--- src/hw/rtl/abs_pkg.sv ---
`default_nettype none

package abs_pkg;

  localparam int unsigned DelayWidth = 16;
  localparam int unsigned CfgIndexWidth = 3;

  typedef enum logic [2:0] {
    ST_IDLE     = 3'd0,
    ST_PRIORITY = 3'd1,
    ST_CHANGE   = 3'd2,
    ST_RELEASE  = 3'd3,
    ST_WAIT     = 3'd4,
    ST_BACK     = 3'd5,
    ST_END      = 3'd6
  } seq_state_t;

  localparam logic [1:0] CH_FRONT = 2'd0;
  localparam logic [1:0] CH_PHONE = 2'd1;
  localparam logic [1:0] CH_NAVI  = 2'd2;

  localparam logic [CfgIndexWidth-1:0] CFG_PHONE_ENTRY  = 3'd0;
  localparam logic [CfgIndexWidth-1:0] CFG_NAVI_ENTRY   = 3'd1;
  localparam logic [CfgIndexWidth-1:0] CFG_PHONE_SWITCH = 3'd2;
  localparam logic [CfgIndexWidth-1:0] CFG_NAVI_SWITCH  = 3'd3;
  localparam logic [CfgIndexWidth-1:0] CFG_EXIT         = 3'd4;

  localparam logic [DelayWidth-1:0] PHONE_ENTRY_RESET  = 16'd300;
  localparam logic [DelayWidth-1:0] NAVI_ENTRY_RESET   = 16'd3;
  localparam logic [DelayWidth-1:0] PHONE_SWITCH_RESET = 16'd5;
  localparam logic [DelayWidth-1:0] NAVI_SWITCH_RESET  = 16'd2;
  localparam logic [DelayWidth-1:0] EXIT_RESET         = 16'd5;

  typedef struct packed {
    logic [DelayWidth-1:0] phone_entry_delay;
    logic [DelayWidth-1:0] navi_entry_delay;
    logic [DelayWidth-1:0] phone_switch_delay;
    logic [DelayWidth-1:0] navi_switch_delay;
    logic [DelayWidth-1:0] exit_delay;
  } abs_cfg_t;

  typedef struct packed {
    seq_state_t            seq_state;
    logic [DelayWidth-1:0] delay_count;
    logic                  phone_active;
    logic                  navi_active;
  } abs_ctx_t;

  typedef struct packed {
    logic       mute_request;
    logic       channel_valid;
    logic [1:0] channel_select;
    logic       clear_system_mute;
    logic       mark_unmuted;
    logic       post_setup;
    logic       clear_gates;
  } abs_res_t;

endpackage

`default_nettype wire

--- src/hw/rtl/audio_breakin_sequencer.sv ---
// Audio break-in sequencer: each input transfer is one scheduler tick and yields exactly
// one result transfer. A tick can be taken every clock cycle while in_stall is low;
// its result appears in the output register in the next cycle, and in_stall rises
// only while that register holds a result that the receiver is stalling. The step
// itself is one pass through the sequencing logic on the stored state. Configuration
// writes are always ready; indexes beyond the exit delay are ignored.
`default_nettype none

module audio_breakin_sequencer (
  input  wire                                      clk,
  input  wire                                      rst,
  input  wire                                      in_valid,
  output logic                                     in_stall,
  input  wire                                      power_on,
  input  wire                                      system_muted,
  input  wire                                      phone_gate,
  input  wire                                      navi_gate,
  output logic                                     out_valid,
  input  wire                                      out_stall,
  output logic                                     mute_request,
  output logic                                     channel_valid,
  output logic [1:0]                               channel_select,
  output logic                                     clear_system_mute,
  output logic                                     mark_unmuted,
  output logic                                     post_setup,
  output logic                                     clear_gates,
  output logic [2:0]                               sequence_state,
  input  wire                                      cfg_valid,
  output logic                                     cfg_ready,
  input  wire  [abs_pkg::CfgIndexWidth-1:0]        cfg_index,
  input  wire  [abs_pkg::DelayWidth-1:0]           cfg_data
);
  import abs_pkg::*;

  abs_cfg_t cfg;
  abs_ctx_t ctx;
  abs_ctx_t ctx_next;
  abs_res_t res_next;
  logic     in_accept;

  assign cfg_ready = 1'b1;
  assign in_stall  = out_valid && out_stall;
  assign in_accept = in_valid && !in_stall;

  always_ff @(posedge clk) begin
    if (rst) begin
      cfg.phone_entry_delay  <= PHONE_ENTRY_RESET;
      cfg.navi_entry_delay   <= NAVI_ENTRY_RESET;
      cfg.phone_switch_delay <= PHONE_SWITCH_RESET;
      cfg.navi_switch_delay  <= NAVI_SWITCH_RESET;
      cfg.exit_delay         <= EXIT_RESET;
    end else if (cfg_valid && cfg_ready) begin
      unique case (cfg_index)
        CFG_PHONE_ENTRY:  cfg.phone_entry_delay  <= cfg_data;
        CFG_NAVI_ENTRY:   cfg.navi_entry_delay   <= cfg_data;
        CFG_PHONE_SWITCH: cfg.phone_switch_delay <= cfg_data;
        CFG_NAVI_SWITCH:  cfg.navi_switch_delay  <= cfg_data;
        CFG_EXIT:         cfg.exit_delay         <= cfg_data;
        default: begin
        end
      endcase
    end
  end

  abs_step u_step (
    .cfg          (cfg),
    .ctx          (ctx),
    .power_on     (power_on),
    .system_muted (system_muted),
    .phone_gate   (phone_gate),
    .navi_gate    (navi_gate),
    .ctx_next     (ctx_next),
    .res          (res_next)
  );

  always_ff @(posedge clk) begin
    if (rst) begin
      ctx.seq_state    <= ST_IDLE;
      ctx.delay_count  <= '0;
      ctx.phone_active <= 1'b0;
      ctx.navi_active  <= 1'b0;
    end else if (in_accept) begin
      ctx <= ctx_next;
    end
  end

  always_ff @(posedge clk) begin
    if (rst) begin
      out_valid <= 1'b0;
    end else if (in_accept) begin
      out_valid <= 1'b1;
    end else if (!out_stall) begin
      out_valid <= 1'b0;
    end
  end

  always_ff @(posedge clk) begin
    if (in_accept) begin
      mute_request      <= res_next.mute_request;
      channel_valid     <= res_next.channel_valid;
      channel_select    <= res_next.channel_select;
      clear_system_mute <= res_next.clear_system_mute;
      mark_unmuted      <= res_next.mark_unmuted;
      post_setup        <= res_next.post_setup;
      clear_gates       <= res_next.clear_gates;
      sequence_state    <= ctx_next.seq_state;
    end
  end

  a_power_off_idle: assert property (@(posedge clk) disable iff (rst)
    in_accept && !power_on |=> ctx.seq_state == ST_IDLE && clear_gates)
    else $error("power off did not return sequence to idle");

  a_countdown: assert property (@(posedge clk) disable iff (rst)
    in_accept && power_on && ctx.delay_count != '0
      |=> ctx.delay_count == $past(ctx.delay_count) - 1'b1 && !mute_request)
    else $error("delay count did not step down");

  a_front_when_no_switch: assert property (@(posedge clk) disable iff (rst)
    out_valid && !channel_valid |-> channel_select == CH_FRONT)
    else $error("channel select set without a switch");

  a_setup_enters_wait: assert property (@(posedge clk) disable iff (rst)
    out_valid && post_setup |-> sequence_state == ST_WAIT && mark_unmuted)
    else $error("setup notice outside release step");

endmodule

`default_nettype wire

--- src/hw/rtl/abs_step.sv ---
`default_nettype none

module abs_step (
  input  wire abs_pkg::abs_cfg_t cfg,
  input  wire abs_pkg::abs_ctx_t ctx,
  input  wire                    power_on,
  input  wire                    system_muted,
  input  wire                    phone_gate,
  input  wire                    navi_gate,
  output abs_pkg::abs_ctx_t      ctx_next,
  output abs_pkg::abs_res_t      res
);
  import abs_pkg::*;

  logic counting;

  assign counting = (ctx.delay_count != '0);

  // next state
  always_comb begin
    ctx_next = ctx;
    if (!power_on) begin
      ctx_next.seq_state = ST_IDLE;
    end else if (counting) begin
      ctx_next.delay_count = ctx.delay_count - 1'b1;
    end else begin
      unique case (ctx.seq_state)
        ST_IDLE: begin
          if (!system_muted && (navi_gate || phone_gate)) begin
            ctx_next.seq_state = ST_PRIORITY;
          end
        end
        ST_PRIORITY: begin
          if (phone_gate) begin
            ctx_next.delay_count  = cfg.phone_entry_delay;
            ctx_next.phone_active = 1'b1;
          end else if (navi_gate) begin
            ctx_next.delay_count = cfg.navi_entry_delay;
            ctx_next.navi_active = 1'b1;
          end
          ctx_next.seq_state = ST_CHANGE;
        end
        ST_CHANGE: begin
          if (ctx.phone_active) begin
            ctx_next.delay_count = cfg.phone_switch_delay;
          end else if (ctx.navi_active) begin
            ctx_next.delay_count = cfg.navi_switch_delay;
          end
          ctx_next.seq_state = ST_RELEASE;
        end
        ST_RELEASE: begin
          ctx_next.seq_state = ST_WAIT;
        end
        ST_WAIT: begin
          if (!phone_gate && ctx.phone_active) begin
            ctx_next.delay_count  = cfg.exit_delay;
            ctx_next.phone_active = 1'b0;
            ctx_next.seq_state    = ST_BACK;
          end else if (!navi_gate && ctx.navi_active) begin
            ctx_next.delay_count = cfg.exit_delay;
            ctx_next.navi_active = 1'b0;
            ctx_next.seq_state   = ST_BACK;
          end
        end
        ST_BACK: begin
          ctx_next.delay_count = cfg.exit_delay;
          ctx_next.seq_state   = ST_END;
        end
        ST_END: begin
          ctx_next.seq_state = ST_IDLE;
        end
        default: begin
          ctx_next = ctx;
        end
      endcase
    end
  end

  // result flags
  always_comb begin
    res = '0;
    res.channel_select = CH_FRONT;
    if (!power_on) begin
      res.clear_gates = 1'b1;
    end else if (!counting) begin
      unique case (ctx.seq_state)
        ST_PRIORITY: begin
          res.mute_request = 1'b1;
        end
        ST_CHANGE: begin
          if (ctx.phone_active) begin
            res.channel_valid  = 1'b1;
            res.channel_select = CH_PHONE;
          end else if (ctx.navi_active) begin
            res.channel_valid  = 1'b1;
            res.channel_select = CH_NAVI;
          end
        end
        ST_RELEASE: begin
          res.clear_system_mute = 1'b1;
          res.mark_unmuted      = 1'b1;
          res.post_setup        = 1'b1;
        end
        ST_WAIT: begin
          res.mute_request = (!phone_gate && ctx.phone_active) ||
                             (!navi_gate && ctx.navi_active);
        end
        ST_BACK: begin
          res.channel_valid  = 1'b1;
          res.channel_select = CH_FRONT;
        end
        ST_END: begin
          res.mark_unmuted = 1'b1;
        end
        default: begin
          res = '0;
        end
      endcase
    end
  end

endmodule

`default_nettype wire

--- config.mk ---
export PLATFORM = sky130hd
export DESIGN_NAME = audio_breakin_sequencer
export DESIGN_NICKNAME = d
export VERILOG_FILES = /design/src/hw/rtl/abs_pkg.sv /design/src/hw/rtl/audio_breakin_sequencer.sv /design/src/hw/rtl/abs_step.sv
export SDC_FILE = /design/constraint.sdc
export NUM_CORES = 1
export LEC_CHECK = 0
export BUFFER_PORTS_ARGS = -buffer_cell sky130_fd_sc_hd__buf_4
export CAP_MARGIN = 20
export CORE_ASPECT_RATIO = 2
export CORE_MARGIN = 1.5
export CORE_UTILIZATION = 45
export CTS_BUF_LIST = sky130_fd_sc_hd__clkbuf_16
export CTS_CLUSTER_SIZE = 16
export DETAILED_ROUTE_END_ITERATION = 10
export SKIP_LAST_GASP = 1
export SLEW_MARGIN = 5
export SYNTH_ARGS = -nofsm -noshare
export SYNTH_HDL_FRONTEND = slang
export SYNTH_SLANG_ARGS = --single-unit
--- constraint.sdc ---
create_clock -name clk -period 3.8 [get_ports clk]
set_input_delay 0.38 -clock clk [delete_from_list [all_inputs] [get_ports clk]]
set_output_delay 0.38 -clock clk [all_outputs]
set_load 0.01 [all_outputs]
Word level (Yosys, flattened, before mapping)
Index checks and enable logic that the tools add are counted.

cells by class
  shifts and indexed selects = 0
  eq/ne operators = 20
  bitwise operators = 2
  multiplexer cells = 27
  div/mod/pow operators = 0
  multipliers = 0
  reduce and logical (&&, ||, !) cells = 26
  $add $sub $neg = 1
  $lt $le $gt $ge = 0

operators by type and width
  kind                     number
  $mux W16                 5
  $pmux W16 S4             1
  $mux W19                 2
  $pmux W3 S7              1
  $reduce_bool A16 Y1      1
  $sub A16 B1 Y16 const B  1
  $mux W3                  5
  $eq A3 B2 Y1 const B     4
  $eq A3 B3 Y1 const B     4
  $reduce_and A6 Y1        2
  $mux W1                  10
  $reduce_and A2 Y1        5
  $ne A2 B2 Y1 const B     4
  $ne A4 B3 Y1 const B     2
  $reduce_and A8 Y1        1
  $eq A3 B1 Y1 const B     2
  $logic_not A3 Y1         2
  $ne A2 B1 Y1 const B     3
  $pmux W3 S2              1
  $logic_and A1 B1 Y1      5
  $reduce_bool A5 Y1       1
  $logic_not A1 Y1         4
  $ne A4 B1 Y1 const B     1
  $pmux W2 S2              1
  other kinds (5)          8

word-level totals
  register bits after elaboration = 112
  bits in read-only memories = 0
  input port bits = 28
  memories kept = 0
  bits in writable memories = 0
  logic and storage cells = 93
  bits in latches = 0

Depth between registers and ports, before layout
  depth in word-level cells = 7
  gate-level depth with buffers = 9
  depth with buffers taken out = 7

By module
From an unflattened synthesis, not the netlist that was laid out.

unflattened totals
  cell total of the unflattened synthesis = 690
  area total of the unflattened synthesis = 6384.9 um^2

by module, submodules not included
  module                   seq. area each (um^2)  cells an instance  instances  area an instance (um^2)
  audio_breakin_sequencer  2372.3                 399                1          4480.5
  abs_step                 0.0                    291                1          1904.3

Worst setup path before layout
No wires, ideal clock.

  path kind = input-to-reg
  from = input out_stall
  to = register ctx[16] (netlist name)
  library setup time = 0.132 ns
  stages on the path = 9
  buffers on the path = 2
  required time = 3.668 ns
  arrival = 1.950 ns
  path slack = 1.718 ns
  path through = and2_1 > nand2b_1 > inv_1 > and2_1 > buf_2 > o31ai_4 > buf_6 > nor4_1 > o32ai_1

between the ends
  cells in the longest elaborated chain, start to end = 4

ends and longest elaborated chain
  item                                RTL line                       RTL
  from (decl)                         audio_breakin_sequencer.sv:19  input wire out_stall,
  $logic_and A1 B1 Y1                 audio_breakin_sequencer.sv:42  assign in_stall = out_valid && out_stall;
  $logic_not A1 Y1                    audio_breakin_sequencer.sv:43  assign in_accept = in_valid && !in_stall;
  $logic_and A1 B1 Y1                 audio_breakin_sequencer.sv:43
  net in_accept                       audio_breakin_sequencer.sv:39  logic in_accept;
  $reduce_and A6 Y1 (no source line)  n/a

The timed path passes the listed nets, and every way through them passes these cells.
A chain may end at the register's enable or synchronous reset.

Worst setup path after layout
  from = register ctx[2] (netlist name)
  to = register ctx[16] (netlist name)

between the ends
  cells in the longest elaborated chain, start to end = 3
  elaborated cells between the ends (all ways) = 8
  classes of those cells = 1 x add/sub; 3 x eq/ne; 1 x mux; 3 x reduce/logical

ends and longest elaborated chain
  item
  parallel branches: the longest is 3 deep, another holds $sub A16 B1 Y16

Parallel ways; which one is timed is not known.

==> results_dict.tcl <==
set metrics [dict create \
    initial_core_util_pct 46.4 \
    fmax_ghz 0.347 \
    hpwl_um 10600 \
    ctsResizeCount 0 \
    synth_nets 714 \
    swShare_pct 42.8 \
    hold_slack_ns 0.247 \
    skew_ns 0.00946 \
    yosysWarnings 0 \
    power_frac_comb_pct 47.8 \
    die_w_um 80.9 \
    area_growth_pct 11.2 \
    design_area_um2 6070 \
    post_cts_buffers 0 \
    rsz0062_at_grt "no" \
    cts.sinks 112 \
    peakVddDrop_mv 0.623 \
    worstPathArrival_ns 3.09 \
    sequentialPowerShare_pct 30.0 \
    leakage_nw 2.18 \
    p_sw_mw 2.00 \
    final_util_pct 51.6 \
    final_cells 839 \
    hold_viol 0 \
    cts_tree "yes" \
    finalCritPeriodShare_pct 75.9 \
    clk_pin_slew_worst_paths_ns 0.08 \
    drive_gt1_share_pct 12.5 \
    ys_ff_latch 112 \
    grt_pass1_wl_um 24200 \
    min_path_type "input pin to register" \
    async_flop_share_pct 0 \
    h-tree-depth 3 \
    grt_max_degree 88 \
    max-slew-margin-rel_pct 35.0 \
    yosysUniqueCellTypes 72 \
    num_antenna_cells 0 \
    maxCapViolCount 0 \
    fin_nets 719 \
    worst_slew_pin_slew_ns 0.975 \
    io_buffers 40 \
    gr-usage-all-layers_pct 24.7 \
    p_per_area_nw_per_um2 770 \
    worst_setup_path_start_kind "register" \
    die_y_um 159 \
    cp_top_family "simple AND/OR/NAND/NOR gates" \
    dp_cells 823 \
    place_area_um2 5750 \
    slowest_delay_ns 0.65 \
    vias_per_cell 5.82 \
    grt_pass1_vias 4609 \
    required_ns 4.01 \
    postSynthAreaPerCell_um2 7.98 \
    worstSkewPairLatency_ns 0.36 \
    antenna_found_initial 0 \
    cts_root_buffer "clkbuf_16" \
    rows 56 \
    clock_path_buffers 2 \
    postRouteAntennaNets 0 \
    cp_max_fo 12 \
    synth_flop_cell "dfxtp_1" \
    drv_slew 0 \
    fin_ws_ns 0.917 \
    status "finished, final reports clean" \
    pre_cts_ws_ns 0.959 \
    synth_edf_count 10 \
    power.share.clock_pct 22.2 \
    drt_iter0_markers 230 \
    drc_errors 0 \
    gp_congestion 0.916 \
    critPathKind "register to register" \
    postCtsHoldBufs 0 \
    setup_tns_ns 0 \
    cp_num_buf_inv 1 \
    ioPinCount 42 \
    wl_per_cell_um 18.4 \
    cpMaxStageDelayCell "o31ai_4" \
    total_power_mw 4.68 \
    synthCells 684 \
    setup_viol 0 \
    cts_made_buffers 9 \
    p_int_mw 2.67 \
    end_kind "register" \
    cp_cell_sequence "inv_1 > ha_1 > nor3b_1 > nand4_2 > o31ai_4 > nand2b_1 > o32ai_1" \
    first_pass_iters 5 \
    fin_crit_ns 2.88 \
    syn_area_um2 5460 \
    core_area_um2 11800 \
    ys_seq_area_share_pct 42.9 \
    num_vias 4884 \
    routed_wl_um 15400 \
    grt_overflow 0 \
    die_area_um2 12800 \
]
==> layer usage <==
metal	global-route usage (%)	vias up	part of all wire [%]
li1	-	2400	-
met3	2.01	36	2.8
met1	28.3	2330	39
met4	12.1	0	3.3
met2	44.3	118	55
met5	0	-	0
==> state kept, by name (all words and copies together), names as in the netlist <==
signal          cells
cfg                80
channel_select      2
channel_valid       1
clear_gates         1
ctx                21
mark_unmuted        1
mute_request        1
out_valid           1
post_setup          1
sequence_state      3
==> layout make-up <==
class / count / area, um^2
Clock buffer: 9 / 225
Timing Repair Buffer: 47 / 353
Sequential cell: 112 / 2340
Tap cell: 145 / 181
Clock inverter: 7 / 93.8
Inverter: 17 / 63.8
Multi-Input combinational cell: 502 / 2810
Fill cell: 1143 / 5700
==> synthesized netlist by cell type (6+ instances only) <==
cell type,count,share of area (%)
inv_1,16,1.1
buf_4,7,0.96
nor2_1,23,1.6
a221oi_1,6,0.96
nand2_1,185,13
nor3_1,20,1.8
nand3_1,20,1.8
edfxtp_1,10,5.5
dfxtp_1,102,37
mux2_2,10,2.1
o211ai_1,6,0.83
o21ai_0,9,0.83
clkbuf_1,33,2.3
mux2i_1,21,3.9
buf_2,7,0.64
a21oi_1,100,9.2
==> cells in the final DEF (no fill, tap or decap), types with 10 or more instances in the layout <==
cell type,netlist,final
nand2_1,185,185
dfxtp_1,102,102
a21oi_1,100,100
buf_4,7,47
nor2_1,23,23
mux2i_1,21,21
nand3_1,20,20
nor3_1,20,20
inv_1,16,16
mux2_2,10,10
edfxtp_1,10,10
==> worst reg2reg max path, cell delays in order, from the launching register on <==
cell and delay, ns:
dfxtp_1 0.36, inv_1 0.13, ha_1 0.22, nor3b_1 0.42
nand4_2 0.42, o31ai_4 0.65, nand2b_1 0.38, o32ai_1 0.15
==> power by group through the flow <==
stage | clock network, mW | registers (mW) | logic (mW)
floorplan | 0 | 1.40 | 1.70
global placement | 0 | 1.43 | 2.18
detailed placement | 0 | 1.43 | 2.19
CTS | 1.04 | 1.40 | 2.20
global route | 1.09 | 1.42 | 2.43
finish | 1.04 | 1.40 | 2.24
==> final timing paths <==
kind | from | end | slack [ns] | depth (start not counted)
setup reg to reg | ctx[2]$_SDFFE_PP0P_ | ctx[16]$_SDFFE_PP0P_ | 0.92 | 7
setup / recovery | ctx[2]$_SDFFE_PP0P_ | ctx[16]$_SDFFE_PP0P_ | 0.92 | 7
hold reg to reg | cfg[41]$_SDFFE_PP0P_ | cfg[41]$_SDFFE_PP0P_ | 0.46 | 2
hold / removal | in_valid | out_valid$_SDFFE_PP0P_ | 0.25 | 2
==> cells by family after synthesis <==
group / count (synthesis) / synth area share (%)
AND/OR/NAND/NOR: 297 / 24.9
AO/OA/AOI/OAI: 170 / 20.0
flip-flops: 112 / 42.9
buffers and inverters: 70 / 5.59
multiplexers: 31 / 5.91
adder cells (fa/ha/maj): 2 / 0.458
other: 1 / 0.0687
XOR/XNOR: 1 / 0.160
Note: power is estimated with default switching activity, not from simulation.
